$ cat src/csu_pkg.sv
`default_nettype none
package csu_pkg;

  typedef struct packed {
    logic signed [15:0] elem_a;
    logic signed [15:0] elem_b;
    logic               last;
  } item_t;

  typedef struct packed {
    logic signed [15:0] similarity;
    logic               zero_norm;
    logic               too_long;
  } result_t;

  // one finished vector waiting for the multiply, root and divide
  typedef struct packed {
    logic signed [42:0] dot;
    logic [41:0]        norm_a;
    logic [41:0]        norm_b;
    logic               zero_norm;
    logic               too_long;
  } job_t;

  localparam logic signed [43:0] DOT_MAX = 44'sd4398046511103;
  localparam logic signed [43:0] DOT_MIN = -44'sd4398046511104;
  localparam logic [42:0]        NORM_MAX = 43'd4398046511103;

endpackage
`default_nettype wire

$ cat src/csu_front.sv
`default_nettype none
module csu_front
  import csu_pkg::*;
#(
  parameter int MAX_LEN = 2048
) (
  input  wire logic  clk,
  input  wire logic  rst,
  input  wire item_t item,
  input  wire logic  accept,
  output job_t       job,
  output logic       job_push
);

  localparam int CW = $clog2(MAX_LEN + 2);
  localparam logic [CW-1:0] LIMIT = CW'(MAX_LEN);

  logic signed [42:0] dot_acc;
  logic [41:0]        norm_a_acc;
  logic [41:0]        norm_b_acc;
  logic [CW-1:0]      elem_count;

  logic signed [31:0] p_ab, p_aa, p_bb;
  logic signed [43:0] dot_sum;
  logic [42:0]        na_sum, nb_sum;
  logic signed [42:0] dot_next;
  logic [41:0]        na_next, nb_next;
  logic [CW-1:0]      count_next;

  always_comb begin
    p_ab = item.elem_a * item.elem_b;
    p_aa = item.elem_a * item.elem_a;
    p_bb = item.elem_b * item.elem_b;
    dot_sum = 44'(dot_acc) + 44'(p_ab);
    na_sum = 43'(norm_a_acc) + 43'(unsigned'(p_aa));
    nb_sum = 43'(norm_b_acc) + 43'(unsigned'(p_bb));
    if (dot_sum > DOT_MAX) dot_next = DOT_MAX[42:0];
    else if (dot_sum < DOT_MIN) dot_next = DOT_MIN[42:0];
    else dot_next = dot_sum[42:0];
    na_next = (na_sum > NORM_MAX) ? NORM_MAX[41:0] : na_sum[41:0];
    nb_next = (nb_sum > NORM_MAX) ? NORM_MAX[41:0] : nb_sum[41:0];
    count_next = (elem_count <= LIMIT) ? elem_count + 1'b1 : elem_count;
  end

  always_ff @(posedge clk) begin
    if (rst) begin
      dot_acc <= '0;
      norm_a_acc <= '0;
      norm_b_acc <= '0;
      elem_count <= '0;
      job_push <= 1'b0;
    end else begin
      job_push <= accept && item.last;
      if (accept) begin
        if (item.last) begin
          dot_acc <= '0;
          norm_a_acc <= '0;
          norm_b_acc <= '0;
          elem_count <= '0;
        end else begin
          dot_acc <= dot_next;
          norm_a_acc <= na_next;
          norm_b_acc <= nb_next;
          elem_count <= count_next;
        end
      end
    end
  end

  always_ff @(posedge clk) begin
    if (accept && item.last) begin
      job.dot <= dot_next;
      job.norm_a <= na_next;
      job.norm_b <= nb_next;
      job.zero_norm <= (na_next == '0) || (nb_next == '0);
      job.too_long <= count_next > LIMIT;
    end
  end

endmodule
`default_nettype wire

$ cat config.mk
export PLATFORM = sky130hd
export DESIGN_NAME = csu_front
export DESIGN_NICKNAME = d
export VERILOG_FILES = /design/src/csu_pkg.sv /design/src/csu_front.sv
export SDC_FILE = /design/constraint.sdc
export NUM_CORES = 2
export LEC_CHECK = 0
export ABC_CLOCK_PERIOD_IN_PS = 9300
export BUFFER_PORTS_ARGS = -buffer_cell sky130_fd_sc_hd__clkbuf_2
export CAP_MARGIN = 20
export CORE_MARGIN = 1
export CORE_UTILIZATION = 59
export CTS_CLUSTER_SIZE = 14
export DETAILED_ROUTE_END_ITERATION = 12
export GPL_TIMING_DRIVEN = 0
export PLACE_DENSITY = 0.84
export SETUP_SLACK_MARGIN = 0.3
export SYNTH_ARGS = -nofsm -noshare
export SYNTH_HDL_FRONTEND = slang
export SYNTH_SLANG_ARGS = --single-unit
export TNS_END_PERCENT = 50
$ cat constraint.sdc
create_clock -name clk -period 9.3 [get_ports clk]
set_clock_uncertainty 0.05 [all_clocks]
set_input_delay 0.93 -clock clk [delete_from_list [all_inputs] [get_ports clk]]
set_output_delay 0.93 -clock clk [all_outputs]
set_load 0.005 [all_outputs]
Word level (Yosys, flattened, before mapping)
Cells that the tools add are included.
{"block": "classes", "n_reduce_logical": 4, "add_sub_neg": 4, "n_lt_le_gt_ge": 6, "n_div": 0, "n_eq_ne": 0, "bitwise": 0, "n_shift": 0, "mux": 9, "mul": 3}
{"op": "$mux W42", "n": 4}
{"op": "$mux W43", "n": 3}
{"op": "$mul A16 B16 Y32", "n": 3}
{"op": "$add A42 B32 Y43", "n": 2}
{"op": "$gt A43 B42 Y1 const B", "n": 2}
{"op": "$logic_not A42 Y1", "n": 2}
{"op": "$add A43 B32 Y44", "n": 1}
{"op": "$gt A44 B43 Y1 const B", "n": 1}
{"op": "$lt A44 B43 Y1 const B", "n": 1}
{"op": "$mux W12", "n": 2}
{"op": "$add A12 B1 Y12 const B", "n": 1}
{"op": "$gt A12 B12 Y1 const B", "n": 1}
{"op": "$le A12 B12 Y1 const B", "n": 1}
{"op": "$logic_and A1 B1 Y1", "n": 1}
{"op": "$logic_or A1 B1 Y1", "n": 1}
{"block": "word_totals", "reg_bits": 269, "n_memories": 0, "output_inout_bits": 130, "latchBits": 0, "inputBits": 36, "ramBits": 0, "wordCells": 36, "romBits": 0}

Depth between registers and ports, before layout
{"block": "logic_depth", "ltp_word": 6, "ltp_mapped": 42}

Worst setup path after synthesis
Ideal clock, no wire load.
{"block": "synth_timing", "path_kind": "input to register", "start": "in item[2] in the netlist's numbering", "end": "reg job[1] in the netlist's numbering (data pin)", "path_stages": 36, "t_arrival_ns": 9.677, "setup_slack_ns": -0.596, "setup_time_ns": 0.169, "path_buffers": 2, "path_cell_list": "clkbuf_1 clkbuf_1 nand2_1 fa_1 fa_1 fa_1 inv_1 fa_1 fa_1 inv_1 fa_1 inv_1 ha_1 and3_1 a221oi_1 o21ai_0 a2111o_1 a221oi_1 a21oi_1 nand3_1 nand2_1 a21oi_1 xnor2_1 ha_1 a21o_1 a21o_1 a21oi_1 nor2b_1 a311oi_1 o21ai_0 o21bai_1 and2b_1 a31o_2 a2111oi_0 nand4b_1 o31ai_1"}
{"block": "synth_via", "elab_chain_len": 6}
{"item": "start, declared", "line": "csu_front.sv:9", "rtl": "input wire item_t item,"}
{"item": "$mul A16 B16 Y32 (*)", "line": "csu_front.sv:33", "rtl": "p_bb = item.elem_b * item.elem_b;"}
{"item": "$add A42 B32 Y43 (*)", "line": "csu_front.sv:36", "rtl": "nb_sum = 43'(norm_b_acc) + 43'(unsigned'(p_bb));"}
{"item": "$gt A43 B42 Y1", "line": "csu_front.sv:41", "rtl": "nb_next = (nb_sum > NORM_MAX) ? NORM_MAX[41:0] : nb_sum[41:0];"}
{"item": "$mux W42 (*)", "line": "csu_front.sv:41"}
{"item": "$logic_not A42 Y1 (*)", "line": "csu_front.sv:75", "rtl": "job.zero_norm <= (na_next == '0) || (nb_next == '0);"}
{"item": "$logic_or A1 B1 Y1 (*)", "line": "csu_front.sv:75"}
{"item": "end, declared", "line": "csu_front.sv:11", "rtl": "output job_t job,"}
Every way passes the cells marked *; elsewhere a longest branch is shown, timed or not.
A chain may end at the register's enable or synchronous reset.

Worst setup path after layout
{"block": "layout_timing", "start": "in item[20] in the netlist's numbering", "end": "reg job[1] in the netlist's numbering (data pin)"}
{"block": "layout_via", "elab_chain_len": 6}
{"item": "$mul A16 B16 Y32 (*)", "line": "csu_front.sv:32", "rtl": "p_aa = item.elem_a * item.elem_a;"}
{"item": "$add A42 B32 Y43 (*)", "line": "csu_front.sv:35", "rtl": "na_sum = 43'(norm_a_acc) + 43'(unsigned'(p_aa));"}
{"item": "$gt A43 B42 Y1", "line": "csu_front.sv:40", "rtl": "na_next = (na_sum > NORM_MAX) ? NORM_MAX[41:0] : na_sum[41:0];"}
{"item": "$mux W42 (*)", "line": "csu_front.sv:40"}
{"item": "$logic_not A42 Y1 (*)", "line": "csu_front.sv:75"}
{"item": "$logic_or A1 B1 Y1 (*)", "line": "csu_front.sv:75"}
Marked as above.

==> results.txt <==
status -> finished with violations
failing checks -> negative setup slack
CTS tree -> built
Clock Sinks -> 269
GRT Resource Usage Total -> 0.345
Post-Syn Area -> 44,100 sq um
Syn. warnings -> 0
Synthesized Nets -> 5,984
filler cell count in the final layout -> 5,146
Final min period -> 9330 ps
die height -> 275 microns
Final nets -> 6,287
path type of the worst setup path -> in2reg
vias in the first global route -> 37.2k
worst skew pair latency -> 640 ps
Avg WL per Cell -> 21.5 microns
Critical Path End -> job[1]
Std-Cell Rows -> 99
starting density of the core -> 0.600
CP Launch Point -> item[20]
Hold Crit Start -> dot_acc[21]
sequential area share after synthesis -> 0.151
IO buf count -> 155
cell count along the critical path -> 38
CP bufs+invs -> 6
first-pass GRT wire length -> 201 mm
total routed wirelength -> 130 mm
Crit path max-delay family -> adder cells
slowest stage delay, CP -> 570 ps
CTS max path bufs -> 3
Hold Fails Final Rpt -> 0
Tightest Pin Transition -> 1150 ps
worst r2r dst -> job[92]
register area -> 6680 sq um
DRT iter0 DRCs -> 3,583
slowest stage cell, crit path -> fa_2
count of final setup violators -> 1
io pins -> 166
setup ws final -> -26.8 ps
Slew Limit Fails -> 0
share of cells above drive strength 1 -> 0.128
area of the die -> 75,800 sq um
top post-synthesis cells by area -> fa_1, ha_1, edfxtp_1
Placer Congestion -> 1.01
Relative slew margins -> 0.235
most frequent cell after synthesis -> inv_1
Max H-tree Level -> 1
predominant post-synthesis flop cell -> dfxtp_1
# DRC -> 0
worst path required time -> 9710 ps
First-pass DRT Iterations -> 7
DR vias/cell -> 5.93
post-synth top area share -> 0.373
Post-synth ARST share -> 0
Die X -> 275 microns
antenna-violating nets left -> 0
fin crit share -> 1.00
Syn Area/Cell -> 9.26 sq um
leading cell types by count after synthesis -> inv_1, fa_1, nand2_1
number of synthesized flops with an enable pin -> 129
post-layout util -> 0.687
Layout area overhead -> 14.5%
routed vias -> 35.9k
footprint of the multi-input gates -> 33,800 sq um
CP max FO -> 10
CTS buffer count -> 30
largest net degree at the start of global routing -> 68
Max Cap Violations -> 0
crit path capture type -> flip-flop
reg2reg start -> dot_acc[3]
min-delay worst type -> reg2reg
Mapped Cells -> 4,763
post-synth cell types -> 87
total core area -> 73,500 sq um
dpl hpwl -> 100 mm
Yosys reg bits -> 269
FF-to-FF path depth -> 23
area leader, netlist -> fa_1
RSZ-0062 raised after global routing -> true
Worst-path clk slew -> 60 ps
clk root buf -> clkbuf_16
Startpoint Class -> input port
reg2reg setup slack -> 2520 ps
initial antenna violation count -> 6
global route overflow -> 0
f_max -> 0.107 GHz
worst path arrival time -> 9730 ps
## kinds of logic after synthesis
group | Yosys count | synth area share
AO/OA/AOI/OAI | 622 | 0.0944
XOR/XNOR | 196 | 0.0389
adder cells (fa/ha/maj) | 1194 | 0.478
buffers and inverters | 1199 | 0.103
flip-flops | 269 | 0.151
multiplexers | 6 | 0.00145
AND/OR/NAND/NOR | 1277 | 0.132
## layout make-up
class / count / share of cell area
inverters: 1014 / 0.0761
repair buffers: 271 / 0.0396
well taps: 959 / 0.0238
clock buffers: 36 / 0.0157
diodes: 2 / 0.0000991
multi-input cells: 3295 / 0.670
clock inverters: 20 / 0.00553
plain buffers: 185 / 0.0368
flip-flops and latches: 269 / 0.132
## through the flow
stage | cells | hold WS [ps] | worst slack [ps] | TNS, ps | cell area [sq um]
final | 6051 | 416 | -26.8 | -26.8 | 50500
after global routing | 6050 | 434 | -251 | -425 | 50500
after CTS | 6005 | 413 | 267 | 0 | 49500
after detailed placement | 5879 | 405 | -2220 | -292220 | 46600
after global placement | 5877 | 392 | -2010 | -252930 | 46600
after floorplan | 4763 | 381 | 300 | 0 | 44600
## what timing repair did
action / in CTS / in global routing
setup endpoints to repair: 220 / 208
setup buffers: 70 / 39
pin swaps: 76 / 60
hold buffers: 0 / 0
gates cloned: 0 / 3
resized for setup: 272 / 210
## routing by layer
metal / share of wire / GRT usage / up-vias
met5: 0.00029 / 0 / -
met4: 0.066 / 0.191 / 6
met3: 0.11 / 0.0864 / 575
met2: 0.46 / 0.548 / 2170
met1: 0.37 / 0.432 / 17700
li1: - / - / 15500
## worst min path at each step
stage	end	slack (ps)	depth (start not counted)
2_1_floorplan	dot_acc[12]	380	2
3_3_place_gp	dot_acc[13]	390	2
3_5_place_dp	dot_acc[26]	410	2
4_1_cts	dot_acc[26]	410	2
5_1_grt	dot_acc[21]	430	2
6_report	dot_acc[21]	420	2
## registers in the layout, indices dropped and copies added (netlist names)
name	count
norm_a_acc	42
elem_count	12
job	129
norm_b_acc	42
dot_acc	43
job_push	1
## placed cells by master (no fill, tap or decap), types with 33 or more instances in the layout
cell type | netlist | routed
a22oi_1 | 86 | 75
xor2_1 | 67 | 66
a21o_1 | 63 | 63
clkbuf_2 | 1 | 155
and2_1 | 150 | 139
nand2b_1 | 43 | 43
clkbuf_1 | 161 | 67
nand3_1 | 58 | 57
clkbuf_16 | 0 | 63
edfxtp_1 | 129 | 129
inv_1 | 1006 | 986
and3_1 | 40 | 34
fa_1 | 821 | 811
buf_4 | 3 | 105
o21ai_0 | 103 | 96
nor2_1 | 321 | 317
ha_1 | 364 | 347
xnor2_1 | 129 | 121
dfxtp_1 | 140 | 140
nand2_1 | 527 | 492
a21oi_1 | 154 | 140
nor3_1 | 34 | 33
## worst min-delay path, stage by stage, from the launching register on
cell and delay (ps):
dfxtp_1 320, nand2_1 50, o21ai_1 50
Power is not shown: default switching activity piles up to over one toggle a cycle in this logic, so the estimate is an artifact.
