**config.mk**
```make
export PLATFORM = sky130hd
export DESIGN_NAME = csu_back
export DESIGN_NICKNAME = d
export VERILOG_FILES = /design/src/csu_pkg.sv /design/src/csu_back.sv
export SDC_FILE = /design/constraint.sdc
export NUM_CORES = 2
export LEC_CHECK = 0
export ABC_AREA = 1
export ABC_CLOCK_PERIOD_IN_PS = 16000
export BUFFER_PORTS_ARGS = -buffer_cell sky130_fd_sc_hd__clkbuf_2
export CORE_MARGIN = 8
export CORE_UTILIZATION = 36
export CTS_BUF_LIST = sky130_fd_sc_hd__clkbuf_16
export CTS_CLUSTER_SIZE = 28
export DETAILED_ROUTE_END_ITERATION = 16
export GPL_TIMING_DRIVEN = 0
export SLEW_MARGIN = 10
export SYNTH_ARGS = -nofsm -noshare
export SYNTH_HDL_FRONTEND = slang
export SYNTH_SLANG_ARGS = --single-unit
```
**constraint.sdc**
```tcl
create_clock -name clk -period 16 [get_ports clk]
set_input_delay 3.2 -clock clk [delete_from_list [all_inputs] [get_ports clk]]
set_output_delay 3.2 -clock clk [all_outputs]
set_load 0.1 [all_outputs]
```
**src/csu_pkg.sv**
```systemverilog
`default_nettype none
package csu_pkg;

  typedef struct packed {
    logic signed [15:0] elem_a;
    logic signed [15:0] elem_b;
    logic               last;
  } item_t;

  typedef struct packed {
    logic signed [15:0] similarity;
    logic               zero_norm;
    logic               too_long;
  } result_t;

  // one finished vector waiting for the multiply, root and divide
  typedef struct packed {
    logic signed [42:0] dot;
    logic [41:0]        norm_a;
    logic [41:0]        norm_b;
    logic               zero_norm;
    logic               too_long;
  } job_t;

  localparam logic signed [43:0] DOT_MAX = 44'sd4398046511103;
  localparam logic signed [43:0] DOT_MIN = -44'sd4398046511104;
  localparam logic [42:0]        NORM_MAX = 43'd4398046511103;

endpackage
`default_nettype wire

```
**src/csu_back.sv**
```systemverilog
`default_nettype none
module csu_back
  import csu_pkg::*;
(
  input  wire logic clk,
  input  wire logic rst,
  input  wire job_t job,
  input  wire logic job_valid,
  output logic      job_pop,
  output result_t   result,
  output logic      result_valid,
  input  wire logic pop
);

  localparam logic [2:0] S_IDLE = 3'd0;
  localparam logic [2:0] S_MUL  = 3'd1;
  localparam logic [2:0] S_SQRT = 3'd2;
  localparam logic [2:0] S_DIV  = 3'd3;
  localparam logic [2:0] S_OUT  = 3'd4;
  localparam int SQRT_STEPS = 42;
  localparam int DIV_STEPS = 58;

  logic [2:0]  state;
  logic [5:0]  cnt;
  logic [41:0] na, nb;
  logic        neg, zn, tl;
  logic [41:0] pp;
  logic [1:0]  pp_idx;
  logic [83:0] prod;
  logic [43:0] rem;
  logic [41:0] root;
  logic [57:0] dvd;
  logic [57:0] quo;
  logic [42:0] mag;
  logic signed [15:0] sim;

  logic [20:0] mul_a, mul_b;
  logic [83:0] pp_shifted;
  logic [45:0] s_rem, s_trial;
  logic [41:0] divisor;
  logic [43:0] d_rem;
  logic        out_free;

  assign out_free = !result_valid || pop;
  assign job_pop = (state == S_IDLE) && job_valid;

  always_comb begin
    mul_a = cnt[1] ? na[41:21] : na[20:0];
    mul_b = cnt[0] ? nb[41:21] : nb[20:0];
    case (pp_idx)
      2'd0:    pp_shifted = 84'(pp);
      2'd3:    pp_shifted = 84'(pp) << 42;
      default: pp_shifted = 84'(pp) << 21;
    endcase
    s_rem = {rem, prod[83:82]};
    s_trial = {2'b00, root, 2'b01};
    divisor = (root == '0) ? 42'd1 : root;
    d_rem = {rem[42:0], dvd[57]};
    if (neg) sim = (quo > 58'd32768) ? -16'sd32768 : -16'(signed'(quo[15:0]));
    else sim = (quo > 58'd32767) ? 16'sd32767 : 16'(signed'(quo[15:0]));
  end

  always_ff @(posedge clk) begin
    if (rst) begin
      state <= S_IDLE;
      cnt <= '0;
      result_valid <= 1'b0;
    end else begin
      if (pop && !(state == S_OUT && out_free)) result_valid <= 1'b0;
      case (state)
        S_IDLE: begin
          cnt <= '0;
          if (job_valid) state <= job.zero_norm ? S_OUT : S_MUL;
        end
        S_MUL: begin
          cnt <= cnt + 1'b1;
          if (cnt == 6'd4) begin
            cnt <= '0;
            state <= S_SQRT;
          end
        end
        S_SQRT: begin
          cnt <= cnt + 1'b1;
          if (cnt == 6'(SQRT_STEPS - 1)) begin
            cnt <= '0;
            state <= S_DIV;
          end
        end
        S_DIV: begin
          cnt <= cnt + 1'b1;
          if (cnt == 6'(DIV_STEPS - 1)) state <= S_OUT;
        end
        S_OUT: begin
          if (out_free) begin
            result_valid <= 1'b1;
            state <= S_IDLE;
          end
        end
        default: state <= S_IDLE;
      endcase
    end
  end

  always_ff @(posedge clk) begin
    case (state)
      S_IDLE: begin
        na <= job.norm_a;
        nb <= job.norm_b;
        neg <= job.dot < 0;
        mag <= (job.dot < 0) ? 43'(-job.dot) : 43'(job.dot);
        zn <= job.zero_norm;
        tl <= job.too_long;
        prod <= '0;
        rem <= '0;
        root <= '0;
        quo <= '0;
      end
      S_MUL: begin
        if (cnt != 6'd4) begin
          pp <= 42'(mul_a * mul_b);
          pp_idx <= cnt[1:0];
        end
        if (cnt != 6'd0) prod <= prod + pp_shifted;
      end
      S_SQRT: begin
        // two radicand bits per step, one root bit out
        prod <= prod << 2;
        if (s_rem >= s_trial) begin
          rem <= 44'(s_rem - s_trial);
          root <= {root[40:0], 1'b1};
        end else begin
          rem <= s_rem[43:0];
          root <= {root[40:0], 1'b0};
        end
        if (cnt == 6'(SQRT_STEPS - 1)) dvd <= {mag, 15'd0};
      end
      S_DIV: begin
        if (cnt == 6'd0) begin
          // restart remainder for the divide
          if (44'({dvd[57]}) >= 44'(divisor)) begin
            rem <= 44'({dvd[57]}) - 44'(divisor);
            quo <= 58'd1;
          end else begin
            rem <= 44'({dvd[57]});
            quo <= 58'd0;
          end
        end else if (d_rem >= 44'(divisor)) begin
          rem <= d_rem - 44'(divisor);
          quo <= {quo[56:0], 1'b1};
        end else begin
          rem <= d_rem;
          quo <= {quo[56:0], 1'b0};
        end
        dvd <= dvd << 1;
      end
      S_OUT: begin
        if (out_free) begin
          result.similarity <= zn ? 16'sd0 : sim;
          result.zero_norm <= zn;
          result.too_long <= tl;
        end
      end
      default: ;
    endcase
  end

endmodule
`default_nettype wire

```
Word level (Yosys, flattened, before mapping). Index checks and enable logic that the tools add are counted.

Bits in registers: 488. Input bits: 133.

Reductions and logical operators: 22. $mul: 1. Equal/unequal tests: 15. $lt $le $gt $ge: 6. Mux-type cells: 36. Add/subtract/negate cells: 7.

Operators by type and width (number): one-hot mux 84 bit (3 select lines) (1); one-hot mux 58 bit (2 select lines) (2); 2-to-1 mux 44 bit (4); one-hot mux 84 bit (2 select lines) (1); one-hot mux 44 bit (3 select lines) (1); 2-to-1 mux 58 bit (2); adder 84 bit (1); 2-to-1 mux 84 bit (1); one-hot mux 42 bit (2 select lines) (1); greater-than comparator 58 x 15 -> 1 bit, second input constant (1); greater-than comparator 58 x 16 -> 1 bit, second input constant (1); 2-to-1 mux 16 bit (3); >= comparator 46 x 44 -> 1 bit (1); >= comparator 44 x 42 -> 1 bit (1); subtractor 44 x 42 -> 44 bit (1); subtractor 44 bit (1); less-than comparator 43 x 1 -> 1 bit, second input constant (1); 2-to-1 mux 43 bit (1); negator 43 bit (1); subtractor 1 x 42 -> 43 bit (1); >= comparator 1 x 42 -> 1 bit (1); logical NOT 42 bit (1); multiplier 21 x 21 -> 42 bit (1); 2-to-1 mux 21 bit (2); 28 further kinds (55).

Depth between registers and ports, before layout.
Depth in word-level cells: 8. Mapped depth: 34.

Least setup slack after synthesis. No wires, ideal clock.

Path kind: reg-to-output. From: register state[0]. To: output job_pop. Cell stages (with the launch flop): 7. Data arrival time: 8185 ps. Slack: 4615 ps. Cells stage by stage: dfxtp_1 -> buf_2 -> nor2_1 -> inv_1 -> nor2_1 -> inv_1 -> nor2_1.

Longest elaborated chain between the ends: 2.

Ends and longest elaborated chain: from (decl) (line csu_back.sv:23) `logic [2:0] state;`; from (signal assigned) (line csu_back.sv:73) `if (job_valid) state <= job.zero_norm ? S_OUT : S_MUL;`; logical NOT 3 bit (line csu_back.sv:45) `assign job_pop = (state == S_IDLE) && job_valid;`; logical AND 1 bit (line csu_back.sv:45); to (decl) (line csu_back.sv:9) `output logic job_pop,`.

Every way passes these cells.

Final worst setup path.
From: register cnt[1]. To: register pp[33], data pin.

Longest elaborated chain between the ends: 2.

Ends and longest elaborated chain: from (decl) (line csu_back.sv:24) `logic [5:0] cnt;`; from (signal assigned) (line csu_back.sv:76) `cnt <= cnt + 1'b1;`; from (signal assigned) (line csu_back.sv:83) `cnt <= cnt + 1'b1;`; from (signal assigned) (line csu_back.sv:90) `cnt <= cnt + 1'b1;`; 2-to-1 mux 21 bit (line csu_back.sv:48) `mul_a = cnt[1] ? na[41:21] : na[20:0];`; multiplier 21 x 21 -> 42 bit (line csu_back.sv:120) `pp <= 42'(mul_a * mul_b);`; to (signal assigned) (line csu_back.sv:120); to (decl) (line csu_back.sv:27) `logic [41:0] pp;`.

Every way passes these cells. A chain may end at the register's enable or synchronous reset.

==> results.yml <==
status:
  status: "finished, final reports clean"
logic_synthesis:
  syn_nets: 7830
  synth_edf_count: 463
  synth_ff_type: "edfxtp_1"
  yosys-top-cells-area: "edfxtp_1 (27%), fa_1 (14%), nand2_1 (14%), inv_1 (9.6%), ha_1 (8.1%)"
  synth.avg_cell_area_sq_um: 7.26
  yosysWarnings: 0
  synth_cell_types: 61
  syn-instance-count: 7008
  synth_area_sq_um: 50900
  async_flop_share_pct: 0
  synth_top_area_share_pct: 27.3
  ys_seq_area_share_pct: 27.7
  yosysTopAreaCell: "edfxtp_1"
  yosys_register_bits: 473
critical_path:
  crit_required_ns: 16.52
  rr_startpoint: "cnt[1]"
  critPathMaxFanout: 11
  cp_data_arrival_time_ns: 9.84
  worstRegToRegCells: 25
  rr_endpoint: "pp[33]"
  critPathKind: "reg2reg"
  critPathLaunchType: "flip-flop"
  cp-end-kind: "flip-flop"
  rrSetupSlack_ns: 6.68
place:
  place_area_sq_um: 54400
  dp_hpwl_um: 158000
  gp_congestion: 1.03
  portBuffers: 152
  dp_slack_ns: 6.77
sta:
  setup_viol: 0
  tns_ns: 0
  max_slew.worst_pin.slew_ns: 1.38
  setup_slack_ns: 6.68
  max_slew_margin_pct: 7.28
  fin_crit_sh_pct: 58.3
  fmaxAchievable_mhz: 107
  drv_slew: 0
  rsz0062_at_grt: "no"
  clock_skew_ns: 0.0984
  period_needed_ns: 9.32
  hold_viol_final: 0
clocking:
  worst_skew_pair.late_latency_ns: 0.70
  clockBufferDepth: 3
  path_clk_slew_ns: 0.06
  cts_tree: "built"
  postCtsSetupBuffers: 0
  cts-root-buf: "clkbuf_16"
  cts-hold-fix-buffers: 0
  cts_resized: 0
  cts_made_buffers: 54
  cts_htree_levels: 2
  cts_sinks: 473
final_layout:
  register_area_sq_um: 14100
  multi_input_area_sq_um: 31200
  final_common_cell: "nand2_1"
  area_growth_pct: 10.2
  fin_area_sq_um: 56100
  final_cell_mix: "nand2_1 (1,882), inv_1 (1,317), nor2_1 (901)"
  layout.core_utilization_pct: 39.8
  nets: 8052
  drive_above_1_share_pct: 5.39
  n_fill_cell: 15000
min_path:
  hold_end: "result[0]"
  hold-path-cell-count: 0
  hold_path_startpoint: "tl"
  hold_path.class: "reg2reg"
global_route:
  grt_start_max_net_pins: 59
  grt_use_total_pct: 23.7
  grt_pass1_vias: 45800
  gr-total-overflow: 0
  antenna_found_initial: 3
  grt_pass1_wl_um: 279000
die:
  die_w_um: 392
  rows: 138
  core_area_sq_um: 141000
  dieArea_sq_um: 154000
  start_util_pct: 36.1
  fp.dieH_um: 392
  num_io_pins: 153
drt:
  drt_iter0_markers: 4609
  detail_route.vias_per_cell: 5.17
  postRouteAntennaNets: 0
  drc: 0
  first_pass_iters: 6
  vias: 47400
  wl_per_cell_um: 20.3
  routed_wl_um: 186000
run:
  max-cap-violations: 0
[stage by stage]
stage               instances  hold slack, ns
global placement         9050           0.402
floorplan                7008           0.400
CTS                      9165           0.426
detailed placement       9064           0.411
finish                   9167           0.421
global route             9165           0.429
[routing by layer]
metal / vias up / track usage (%) / routed length (um)
li1: 22600 / - / -
met2: 2110 / 35.9 / 78300
met1: 22400 / 34.0 / 84200
met3: 345 / 4.04 / 16400
met5: - / 0 / 8
met4: 2 / 8.25 / 7440
[area by class of cell]
cell class,instances,share of cell area [%]
diodes,2,0.00893
plain buffers,149,1.17
clock buffers,55,2.45
clock inverters,46,0.536
inverters,1333,8.95
multi-input cells,5053,55.6
flip-flops and latches,473,25.2
well taps,1890,4.22
repair buffers,166,1.88
[cell families (layout without fill, tap and decap cells)]
kind of cell,after synthesis,in the layout,synth area share [%]
buffers and inverters,1482,1749,11.1
AO/OA/AOI/OAI,748,748,8.02
XOR/XNOR,151,151,2.60
AND/OR/NAND/NOR,3465,3465,28.3
other,0,2,0
adder cells (fa/ha/maj),689,689,22.2
flip-flops,473,473,27.7
[synthesized netlist by cell type, types with 3 or more instances]
cell type and n:
clkinv_1 16, xor2_1 90, buf_4 7, o211ai_1 19
nor2_4 4, ha_1 329, edfxtp_1 463, o22ai_1 45
inv_2 13, dfxtp_1 10, xnor2_1 61, nor4_2 3
o31ai_1 5, nand2_2 7, nand3b_1 40, nor2_1 903
nor3_1 59, buf_1 4, buf_2 19, nor4_1 25
and2_1 8, clkbuf_1 113, nor3_2 6, a21o_1 14
a21oi_1 312, buf_6 6, or2_2 48, o21bai_1 28
a32o_1 3, nand2_1 1884, nor2_2 4, nand3_2 13
o21ai_2 3, and3_1 3, nand4_1 69, fa_1 360
a31oi_1 16, a21boi_0 8, o21ai_0 253, inv_1 1303
o21ai_1 29, nand3_1 378
[critical path, stage by stage (launching register included)]
cell and delay, ns:
dfxtp_1 0.73, inv_1 0.18, clkbuf_1 0.43, or2_2 0.42
o21ai_1 0.51, clkbuf_1 0.57, nor2_1 0.16, fa_1 0.50
fa_1 0.56, inv_1 0.06, fa_1 0.54, inv_1 0.05
fa_1 0.61, fa_1 0.47, fa_1 0.54, inv_1 0.05
fa_1 0.53, inv_1 0.04, ha_1 0.38, nand2_1 0.13
nor2_1 0.24, nand2_1 0.11, nor4_1 0.61, a21oi_1 0.23
o21bai_1 0.23, xor2_1 0.23
[worst max path at each step]
| stage | cells after the start | slack [ns] | start | to |
|---|---|---|---|---|
| 6_report | 25 | 6.68 | cnt[1] | pp[33] |
| 5_1_grt | 28 | 6.33 | cnt[0] | pp[32] |
| 4_1_cts | 28 | 6.74 | cnt[1] | pp[32] |
| 3_5_place_dp | 28 | 6.77 | cnt[1] | pp[32] |
| 3_3_place_gp | 7 | 1.13 | state[0] | job_pop |
| 2_1_floorplan | 6 | 4.61 | state[0] | job_pop |
[flip-flops by register name, summed over array words and instances, names as in the netlist]
signal        count
cnt               6
result_valid      1
quo              58
zn                1
prod             84
state             3
mag              43
pp_idx            2
pp               42
tl                1
neg               1
na               42
root             42
result           18
nb               42
dvd              43
rem              44
Power is not shown: default switching activity piles up to over one toggle a cycle in this logic, so the estimate is an artifact.
