===== src/csu_pkg.sv =====
`default_nettype none
package csu_pkg;

  typedef struct packed {
    logic signed [15:0] elem_a;
    logic signed [15:0] elem_b;
    logic               last;
  } item_t;

  typedef struct packed {
    logic signed [15:0] similarity;
    logic               zero_norm;
    logic               too_long;
  } result_t;

  // one finished vector waiting for the multiply, root and divide
  typedef struct packed {
    logic signed [42:0] dot;
    logic [41:0]        norm_a;
    logic [41:0]        norm_b;
    logic               zero_norm;
    logic               too_long;
  } job_t;

  localparam logic signed [43:0] DOT_MAX = 44'sd4398046511103;
  localparam logic signed [43:0] DOT_MIN = -44'sd4398046511104;
  localparam logic [42:0]        NORM_MAX = 43'd4398046511103;

endpackage
`default_nettype wire


===== src/csu_fifo.sv =====
`default_nettype none
module csu_fifo
  import csu_pkg::*;
(
  input  wire logic clk,
  input  wire logic rst,
  input  wire job_t wr_data,
  input  wire logic wr,
  output logic      full,
  output job_t      rd_data,
  output logic      valid,
  input  wire logic rd
);

  job_t       mem [2];
  logic       wr_ptr, rd_ptr;
  logic [1:0] count;

  assign full = count == 2'd2;
  assign valid = count != 2'd0;
  assign rd_data = mem[rd_ptr];

  always_ff @(posedge clk) begin
    if (wr) mem[wr_ptr] <= wr_data;
  end

  always_ff @(posedge clk) begin
    if (rst) begin
      wr_ptr <= 1'b0;
      rd_ptr <= 1'b0;
      count <= '0;
    end else begin
      if (wr) wr_ptr <= ~wr_ptr;
      if (rd) rd_ptr <= ~rd_ptr;
      count <= count + 2'(wr) - 2'(rd);
    end
  end

endmodule
`default_nettype wire


===== config.mk =====
export PLATFORM = sky130hd
export DESIGN_NAME = csu_fifo
export DESIGN_NICKNAME = d
export VERILOG_FILES = /design/src/csu_pkg.sv /design/src/csu_fifo.sv
export SDC_FILE = /design/constraint.sdc
export NUM_CORES = 1
export LEC_CHECK = 0
export ABC_CLOCK_PERIOD_IN_PS = 10500
export BUFFER_PORTS_ARGS = -buffer_cell sky130_fd_sc_hd__buf_2
export CORE_ASPECT_RATIO = 1.5
export CORE_UTILIZATION = 52
export DETAILED_ROUTE_END_ITERATION = 8
export GPL_ROUTABILITY_DRIVEN = 0
export PLACE_DENSITY_LB_ADDON = 0.3
export SLEW_MARGIN = 25
export SYNTH_ARGS = -nofsm -noshare
export SYNTH_HDL_FRONTEND = slang
export SYNTH_SLANG_ARGS = --single-unit

===== constraint.sdc =====
create_clock -name clk -period 10.5 [get_ports clk]
set_input_delay 1.575 -clock clk [delete_from_list [all_inputs] [get_ports clk]]
set_output_delay 1.575 -clock clk [all_outputs]
set_load 0.02 [all_outputs]

Word-level counts from Yosys, hierarchy flattened
Memories as Yosys holds them, arrays and structs flattened. A register that Yosys moved wholly into a read port is not among the register bits.
Cells that the tools add are included.
Word-level totals
  input bits: 133
  register bits after elaboration: 4
  memory bits (writable): 258
  memories: 1
Memories
  mem: words 2, bits a word 129, read ports 1, clocked after Yosys merged registers in 1, wr ports 1, RTL line csu_fifo.sv:15  | job_t mem [2];
Cells by class
  equality and inequality tests: 1
  $add $sub $neg: 2
  muxes and demuxes: 4
  bitwise logic cells: 2
  reduce and logical (&&, ||, !) cells: 1
Operator list (number)
  2-to-1 mux 1 bit: 4
  adder 2 x 1 -> 2 bit: 1
  == test 2 bit (second input constant): 1
  inverter 1 bit: 2
  nonzero test 2 bit: 1
  subtractor 2 x 1 -> 2 bit: 1

Longest topological paths before layout
Gate-level depths: netlist of run 1.
  word-level depth: 3
  gate-level depth with buffers: 6

Least setup slack after synthesis of run 1
Ideal clock, no wire load.
  path kind: input to register
  from: input port wr
  to: memory mem[0][0] in the netlist's numbering, enable pin
  path buffers: 0
  data required time: 9866 ps
  stages: 1
  path slack: 2700 ps
  data arrival time: 7166 ps
  cells stage by stage: nor2b_1
On the way
  longest elaborated chain between the ends: 2
Ends and longest elaborated chain
  start, declared: RTL line csu_fifo.sv:8  | input wire logic wr,
  2-to-1 mux 1 bit: RTL line csu_fifo.sv:24  | if (wr) mem[wr_ptr] <= wr_data;
  2-to-1 mux 1 bit (not written as such): RTL line csu_fifo.sv:24
  end, declared: RTL line csu_fifo.sv:15
Every way passes these cells.

==> run summary, run 1 <==
Hold Path Depth -> 2
Rows -> 60
minimum clock period -> 4.16 ns
root buffer cell -> clkbuf_16
synthesized area -> 9570 um^2
first-pass GRT wire length -> 25600 um
R2R cell count -> 3
Die Ht -> 168 um
via density per instance -> 5.17
Synth Area in Simple Gates -> 0.484%
Reg clk slew, reported paths -> 0.06 ns
post-synthesis cell count -> 422
Layout fillers -> 1263
Layout Nets -> 835
Layout area overhead -> 23.0%
outcome -> finished, final reports clean
CORE AREA -> 17900 um^2
Port Buf Inserts -> 263
setup TNS -> 0 ns
yosys warns -> 0
setup violators final -> 0
worst hold start -> rd_ptr
antenna violations before repair -> 4
post-synthesis compound-gate area fraction -> 0%
largest family of logic cells by synthesized area -> multiplexers
initial core utilization -> 53.3%
ordered list of cells on the worst path -> buf_6 -> mux2_2 -> buf_2
MaxCap Viol Count -> 0
ANT nets after route -> 0
LEAKAGE -> 4.42 nW
max-slew violation count -> 0
worst rel slew slack -> 31.4%
crit start category -> flop
Total Power -> 0.00232 W
pin count of the biggest net entering global routing -> 86
Hold Vio Cnt, Final -> 0
overall die width -> 113 um
Clock Latency Late Sink -> 0.49 ns
total number of vias -> 4835
I/O pin cnt -> 264
CP Capture Type -> primary output
placed cells -> 892
Seq/Total Area, Yosys -> 82.0%
Max stage delay on crit path -> 0.72 ns
CTS tree -> built
data arrival at the endpoint of the critical path -> 2.58 ns
fmax -> 241 MHz
Sink Count -> 263
die area -> 19000 um^2
clock buffer depth -> 3
R2R Setup Slk -> 8.07 ns
Pwr Density -> 197 nW/um^2
vias in the first global route -> 5204
residual DRC count -> 0
RSZ-0062 raised after global routing -> false
worst r2r src -> wr_ptr
area of placed instances -> 11100 um^2
Tcrit/Tclk final -> 39.6%
Synth Area in Adders -> 0.261%
Worst Path Max Fanout -> 85
Crit-path slowest cell -> dfxtp_4
H-tree Lvls -> 1
share of cells above drive strength 1 -> 60.6%
Setup Crit Path Kind -> flop to primary output
average cell area after synthesis -> 22.7 um^2
total global-route track usage -> 17.8%
WP data required -> 8.93 ns
Worst-Margin Slew -> 1.03 ns
Initial DRC Count -> 280
routed length per instance -> 18.5 um
post-layout util -> 65.6%
Hold WC Path Type -> flop to flop
clock buffer count from CTS -> 23
DRT Pass-1 Iters -> 4
DP HPWL -> 11600 um
grt total ovfl -> 0
postcts setup bufs -> 0
post-route cell area -> 11800 um^2
Max Clock Skew -> 0.00830 ns
Post-CTS Hold Fix Bufs -> 0
final std cells w/o fill -> 936
mux contribution to synthesized area -> 15.2%
post-CTS sizing -> 0
#FFs+latches synth -> 263
post-synth net total -> 557
maximum vdd ir drop -> 0.000147 V
post-synth cell types -> 13
Synth Area in XOR/XNOR -> 0.418%
total wire length -> 17300 um
-- critical path, delay by kind of cell, from the launching register on --
kind,cells,cell delay (ns)
buffers and inverters,2,0.83
DFF,1,0.72
muxes,1,0.44
-- state kept, by name, summed over array words and instances, names as in the netlist, named ones only --
| name | flops |
|---|---|
| count | 2 |
| mem | 258 |
| rd_ptr | 1 |
| wr_ptr | 1 |
-- power breakdown --
| group | total, W | internal (W) | switching, W |
|---|---|---|---|
| logic | 0.000288 | 0.000117 | 0.000171 |
| registers | 0.00125 | 0.00123 | 0.0000214 |
| clock network | 0.000783 | 0.000445 | 0.000339 |
-- logic make-up (layout without fill, tap and decap cells) --
| kind of cell | Yosys count | after routing |
|---|---|---|
| multiplexers | 129 | 129 |
| adder cells (fa/ha/maj) | 2 | 2 |
| XOR/XNOR | 3 | 3 |
| AND/OR/NAND/NOR | 9 | 9 |
| flip-flops | 263 | 263 |
| other | 0 | 3 |
| buffers and inverters | 16 | 310 |
-- Yosys cell counts --
cell type,count,area (um^2)
dfxtp_1,5,100
buf_2,1,5.00
mux2_2,129,1450
inv_1,2,7.51
buf_6,13,146
xnor2_1,2,17.5
nor2_1,4,15.0
ha_1,2,25.0
xnor3_1,1,22.5
edfxtp_1,258,7750
nor2b_1,3,18.8
or2_2,1,6.26
and2_1,1,6.26
-- worst paths after layout --
check | end
setup / recovery | rd_data[72]
setup reg to reg | mem[0][27]
hold reg to reg | rd_ptr
hold / removal | rd_ptr
-- through the flow --
stage                     hold WS [ns]  setup slack (ns)
after floorplan                  0.480              2.70
after global placement           0.508              6.60
after detailed placement         0.557              6.57
after CTS                        0.573              6.04
after global routing             0.593              6.20
final                            0.566              6.34
-- cell usage in the layout (no fill, tap or decap) --
| master | netlist | final |
|---|---|---|
| nor2b_4 | 0 | 1 |
| buf_6 | 13 | 1 |
| clkinv_2 | 0 | 5 |
| clkbuf_8 | 0 | 2 |
| inv_1 | 2 | 2 |
| nor2_1 | 4 | 4 |
| edfxtp_1 | 258 | 258 |
| buf_4 | 0 | 3 |
| clkbuf_1 | 0 | 6 |
| or2_2 | 1 | 1 |
| dfxtp_4 | 0 | 1 |
| clkinv_1 | 0 | 1 |
| ha_1 | 2 | 2 |
| diode_2 | 0 | 3 |
| clkbuf_16 | 0 | 23 |
| inv_6 | 0 | 1 |
| clkinvlp_4 | 0 | 2 |
| dfxtp_1 | 5 | 4 |
| xnor3_1 | 1 | 1 |
| buf_2 | 1 | 263 |
| xnor2_1 | 2 | 2 |
| mux2_2 | 129 | 129 |
| nor2b_1 | 3 | 2 |
| bufinv_16 | 0 | 1 |
| and2_4 | 0 | 1 |
-- routing by layer --
layer | track usage, % | part of all wire, % | up-vias
li1 | - | - | 2240
met2 | 33.3 | 55 | 188
met5 | 0 | 0.052 | -
met1 | 18.3 | 35 | 2361
met3 | 4.43 | 6.9 | 44
met4 | 8.58 | 3.9 | 2
-- cell type report --
cell class                      count  area [um^2]  area share, %
Sequential cell                   263         7850           66.7
Multi-Input combinational cell    143         1570           13.4
Timing Repair Buffer              267         1350           11.5
Clock buffer                       31          626           5.32
Tap cell                          217          272           2.31
Clock inverter                     10         82.6          0.702
Inverter                            2         7.51         0.0638
Antenna cell                        3         7.51         0.0638
(Power assumes the default switching activity.)
==> run 2, diff against run 1 <==
Settings changed: ABC_CLOCK_PERIOD_IN_PS 10500 to 3400, CORE_UTILIZATION 52 to 47.
Clock period 10.5 ns to 3.4 ns, I/O delays scaled along.
==> run 2 against run 1 <==
Effect of this change:
- die area up 10%
- largest power group unchanged
- combinational power increased to 3.1 times the previous value
- clock skew is 0.0080 ns higher
- worst hold slack worse by 0.38 ns
- register-to-register slack got worse by 6.5 ns
- critical path depth is the same
- design area rose by 1.2%
- highest routed layer is now met4
- total power grew to 3.2 times the previous value
- clock power grew to 3.3 times the previous value
- sequential cell count did not move
==> run summary, run 2 (synthesized netlist as in run 1, its figures left out) <==
Sink Count -> 263 (unchanged)
most common cell after layout, fill and taps aside -> buf_2
most frequent cells in the layout -> buf_2 (263), edfxtp_1 (258), mux2_2 (129), clkbuf_16 (25), clkinv_1 (10)
grt total ovfl -> 0 (unchanged)
die area -> 20900 um^2 (+10%)
max-slew violation count -> 0 (unchanged)
data arrival at the endpoint of the critical path -> 2.28 ns (-0.30 ns)
WP buf/inv -> 2 (unchanged)
WP data required -> 2.89 ns (-6.04 ns)
I/O pin cnt -> 264 (unchanged)
H-tree Lvls -> 1 (unchanged)
Post-CTS Hold Fix Bufs -> 0 (unchanged)
Setup Crit Path Kind -> flop to primary output
Layout Nets -> 839 (+0.48%)
DRT Pass-1 Iters -> 6 (+2)
setup TNS -> 0 ns (unchanged)
Hold WC Path Type -> input port to flop
Max stage delay on crit path -> 0.75 ns (+0.03 ns)
Die Ht -> 177 um (+5.1%)
ordered list of cells on the worst path -> buf_4 -> mux2_2 -> buf_2
crit start category -> flop
total wire length -> 17800 um (+2.7%)
postcts setup bufs -> 0 (unchanged)
initial core utilization -> 48.2% (-5.2 points)
Worst-Margin Slew -> 0.941 ns (-0.0888 ns)
outcome -> finished, final reports clean
Crit-path slowest cell -> dfxtp_4
first-pass GRT wire length -> 26500 um (+3.4%)
overall die width -> 119 um (+5.1%)
RSZ-0062 raised after global routing -> false
Port Buf Inserts -> 263 (unchanged)
total global-route track usage -> 16.5% (-1.2 points)
setup violators final -> 0 (unchanged)
max FFs per register -> 258 (unchanged)
Most flops, register -> mem
Worst Path Max Fanout -> 46 (-46%)
Largest regs -> mem: 258 flops, count: 2 flops
Tcrit/Tclk final -> 81.9%
Clock Latency Late Sink -> 0.51 ns (+0.02 ns)
maximum vdd ir drop -> 0.000521 V (+250%)
pin count of the biggest net entering global routing -> 69 (-20%)
Layout area overhead -> 24.4%
MaxCap Viol Count -> 0 (unchanged)
post-CTS sizing -> 0 (unchanged)
DP HPWL -> 12200 um (+5.4%)
LEAKAGE -> 4.46 nW (+0.96%)
routed length per instance -> 18.1 um (-2.2%)
fmax -> 359 MHz
clock buffer depth -> 3 (unchanged)
clock buffer count from CTS -> 24 (+4.3%)
Reg clk slew, reported paths -> 0.06 ns (about the same)
post-route cell area -> 11900 um^2 (+1.2%)
CP Capture Type -> primary output
Hold Vio Cnt, Final -> 0 (unchanged)
via density per instance -> 4.93 (-4.5%)
ANT nets after route -> 0 (unchanged)
vias in the first global route -> 5232 (+0.54%)
Rows -> 63 (+5.0%)
root buffer cell -> clkbuf_16
worst rel slew slack -> 37.3% (+5.9 points)
area of placed instances -> 11200 um^2 (+0.92%)
Max Clock Skew -> 0.0163 ns (+0.00797 ns)
total number of vias -> 4849 (+0.29%)
Pwr Density -> 614 nW/um^2 (+210%)
CTS tree -> built
minimum clock period -> 2.79 ns
kind of cell adding the most delay to the critical path -> flip-flops
residual DRC count -> 0 (unchanged)
antenna violations before repair -> 1 (-3)
CORE AREA -> 19900 um^2 (+11%)
Initial DRC Count -> 269 (-3.9%)
share of cells above drive strength 1 -> 59.8% (-0.78 points)
==> run 2: per-layer routing <==
metal | global-route usage (%) | up-vias | share of wire [%]
met5 | 0 | - | 0
met4 | 8.39 | 0 | 4.3
met3 | 3.51 | 47 | 6.1
met2 | 31.7 | 179 | 56
met1 | 16.8 | 2378 | 34
li1 | - | 2245 | -
==> run 2: final timing paths <==
check                   from          end  slack, ns  depth (start not counted)
setup / recovery        flop  rd_data[98]       0.61                          3
hold / removal    wr_data[7]    mem[0][7]       0.19                          1
setup reg to reg      wr_ptr   mem[1][36]       1.56                          2
hold reg to reg       rd_ptr         flop       0.52                          2
==> run 2: through the flow <==
step           power (W)  worst slack, ns  hold WS, ns  std cells  util, %
2_1_floorplan    0.00450            0.519        0.480        422        -
3_3_place_gp     0.00481             1.17        0.505        938     56.1
3_5_place_dp     0.00484             1.10        0.502        938     56.1
4_1_cts          0.00740            0.557        0.170        982     59.9
5_1_grt          0.00758            0.490        0.173        982     59.9
6_report         0.00731            0.614        0.191        983     60.0
==> run 2: area by class of cell <==
class / instances / area, um^2
flip-flops and latches: 263 / 7850
fillers: 1492 / 7950
diodes: 1 / 2.50
clock inverters: 14 / 111
inverters: 2 / 7.51
well taps: 260 / 325
clock buffers: 30 / 644
multi-input cells: 143 / 1570
repair buffers: 270 / 1390
==> run 2: report_power, final <==
part	internal (W)	leakage, nW	switching, W
Sequential	0.00379	2.46	0.0000656
Combinational	0.000370	1.63	0.000532
Clock	0.00149	0.366	0.00106
Total	0.00565	4.46	0.00166
==> run 3, diff against run 2 <==
Settings changed: ABC_CLOCK_PERIOD_IN_PS 3400 to 2600, CORE_UTILIZATION 47 to 52.
Clock period 3.4 ns to 2.6 ns, I/O delays scaled along.
==> run 3 against run 2 <==
Effect of this change:
- non-clock buffer count grew 3
- wire length is 1.2% lower
- clock skew decreased by 0.0095 ns
- critical endpoint is now rd_data[78]
==> run summary, run 3 (synthesized netlist as in run 1, its figures left out) <==
root buffer cell -> clkbuf_16
Layout fillers -> 1236 (-17%)
Rows -> 60 (-4.8%)
Sink Count -> 263 (unchanged)
outcome -> finished, final reports clean
final std cells w/o fill -> 946 (-3.8%)
CTS tree -> built
Clock Latency Late Sink -> 0.50 ns (about the same)
total global-route track usage -> 18.1% (+1.5 points)
maximum vdd ir drop -> 0.000681 V (+31%)
Setup Crit Path Kind -> flop to primary output
most frequent cells in the layout -> buf_2 (263), edfxtp_1 (258), mux2_2 (129), clkbuf_16 (25)
placed cells -> 898 (-4.3%)
Reg clk slew, reported paths -> 0.06 ns (about the same)
antenna violations before repair -> 6 (+5)
Tcrit/Tclk final -> 91.0%
vias in the first global route -> 5217 (-0.29%)
multi-input logic area -> 1570 um^2 (unchanged)
WP data required -> 2.21 ns (-0.68 ns)
overall die width -> 113 um (-4.8%)
clock buffer depth -> 3 (unchanged)
Worst-Margin Slew -> 0.447 ns (-0.493 ns)
setup TNS -> 0 ns (unchanged)
routed length per instance -> 18.6 um (+2.6%)
die area -> 19000 um^2 (-9.5%)
MaxCap Viol Count -> 0 (unchanged)
Setup WS pre-CTS -> 0.731 ns (-0.372 ns)
clock buffer count from CTS -> 24 (unchanged)
total wire length -> 17600 um (-1.2%)
Max Clock Skew -> 0.00678 ns (-0.00948 ns)
RSZ-0062 raised after global routing -> false
share of cells above drive strength 1 -> 61.0% (+1.1 points)
Largest regs -> mem: 258 flops, count: 2 flops
via density per instance -> 5.15 (+4.3%)
pin count of the biggest net entering global routing -> 67 (-2.9%)
Hold WC Path Type -> input port to flop
post-layout util -> 66.8% (+6.8 points)
register area -> 7850 um^2 (unchanged)
DRT Pass-1 Iters -> 4 (-2)
H-tree Lvls -> 1 (unchanged)
CP Capture Type -> primary output
postcts setup bufs -> 0 (unchanged)
minimum clock period -> 2.37 ns
Layout area overhead -> 25.2%
initial core utilization -> 53.3% (+5.2 points)
max FFs per register -> 258 (unchanged)
Worst Path Max Fanout -> 26 (-43%)
Hold Vio Cnt, Final -> 0 (unchanged)
LEAKAGE -> 4.52 nW (+1.3%)
CORE AREA -> 17900 um^2 (-9.7%)
max-slew violation count -> 0 (unchanged)
fin worst setup slack -> 0.233 ns (-0.381 ns)
Hold Path Depth -> 1 (unchanged)
R2R cell count -> 2 (unchanged)
grt total ovfl -> 0 (unchanged)
Port Buf Inserts -> 263 (unchanged)
fmax -> 423 MHz
Post-CTS Hold Fix Bufs -> 0 (unchanged)
first-pass GRT wire length -> 26100 um (-1.6%)
Die Ht -> 168 um (-4.9%)
most common cell after layout, fill and taps aside -> buf_2
Layout Nets -> 842 (+0.36%)
Pwr Density -> 808 nW/um^2 (+32%)
residual DRC count -> 0 (unchanged)
Total Power -> 0.00969 W (+33%)
post-CTS sizing -> 0 (unchanged)
total number of vias -> 4869 (+0.41%)
worst rel slew slack -> 70.2% (+33 points)
I/O pin cnt -> 264 (unchanged)
Most flops, register -> mem
DP HPWL -> 11800 um (-2.8%)
setup violators final -> 0 (unchanged)
ANT nets after route -> 0 (unchanged)
crit start category -> flop
Initial DRC Count -> 278 (+3.3%)
data arrival at the endpoint of the critical path -> 1.98 ns (-0.30 ns)
==> run 3: cell count changes in the layout (fill, tap and decap cells not counted), moves of 2 or more <==
| cell | change |
|---|---|
| buf_4 | -2 |
| buf_12 | +5 |
| clkbuf_1 | -3 |
| diode_2 | +3 |
| clkinv_1 | -4 |
| clkinv_2 | +6 |
==> run 3: layer usage <==
metal | global-route usage, % | vias up | wire [um]
met2 | 33.4 | 181 | 9800
met1 | 18.4 | 2379 | 5790
met5 | 0 | - | 19
met4 | 9.04 | 4 | 637
met3 | 5.15 | 48 | 1310
li1 | - | 2257 | -
==> run 3: worst paths after layout <==
| kind | startpoint | to | slack (ns) |
|---|---|---|---|
| hold / removal | wr_data[66] | mem[1][66] | 0.07 |
| hold reg to reg | rd_ptr | rd_ptr | 0.53 |
| setup / recovery | flop | rd_data[78] | 0.23 |
| setup reg to reg | wr_ptr | mem[1][50] | 1.02 |
==> run 3: layout make-up <==
cell class | count | share of cell area (%)
Antenna cell | 4 | 0.0835
Tap cell | 217 | 2.27
Multi-Input combinational cell | 143 | 13.1
Inverter | 2 | 0.0627
Sequential cell | 263 | 65.5
Clock inverter | 17 | 1.29
Clock buffer | 27 | 5.28
Timing Repair Buffer | 273 | 12.3
==> run 3: power by group <==
| part | total, W | switching, W | internal [W] | leakage, nW |
|---|---|---|---|---|
| sequential | 0.00503 | 0.0000786 | 0.00495 | 2.46 |
| clock | 0.00345 | 0.00140 | 0.00204 | 0.390 |
| combinational | 0.00121 | 0.000706 | 0.000508 | 1.66 |
==> run 3: critical path: stages, from the launching register on <==
cell	delay [ns]
dfxtp_4	0.61
buf_4	0.31
mux2_2	0.37
buf_2	0.17
==> run 3: metrics by stage <==
stage | hold WS, ns | area, um^2
after floorplan | 0.462 | 9580
after global placement | 0.492 | 11200
after detailed placement | 0.509 | 11200
after CTS | 0.0522 | 12000
after global routing | 0.0506 | 12000
final | 0.0710 | 12000
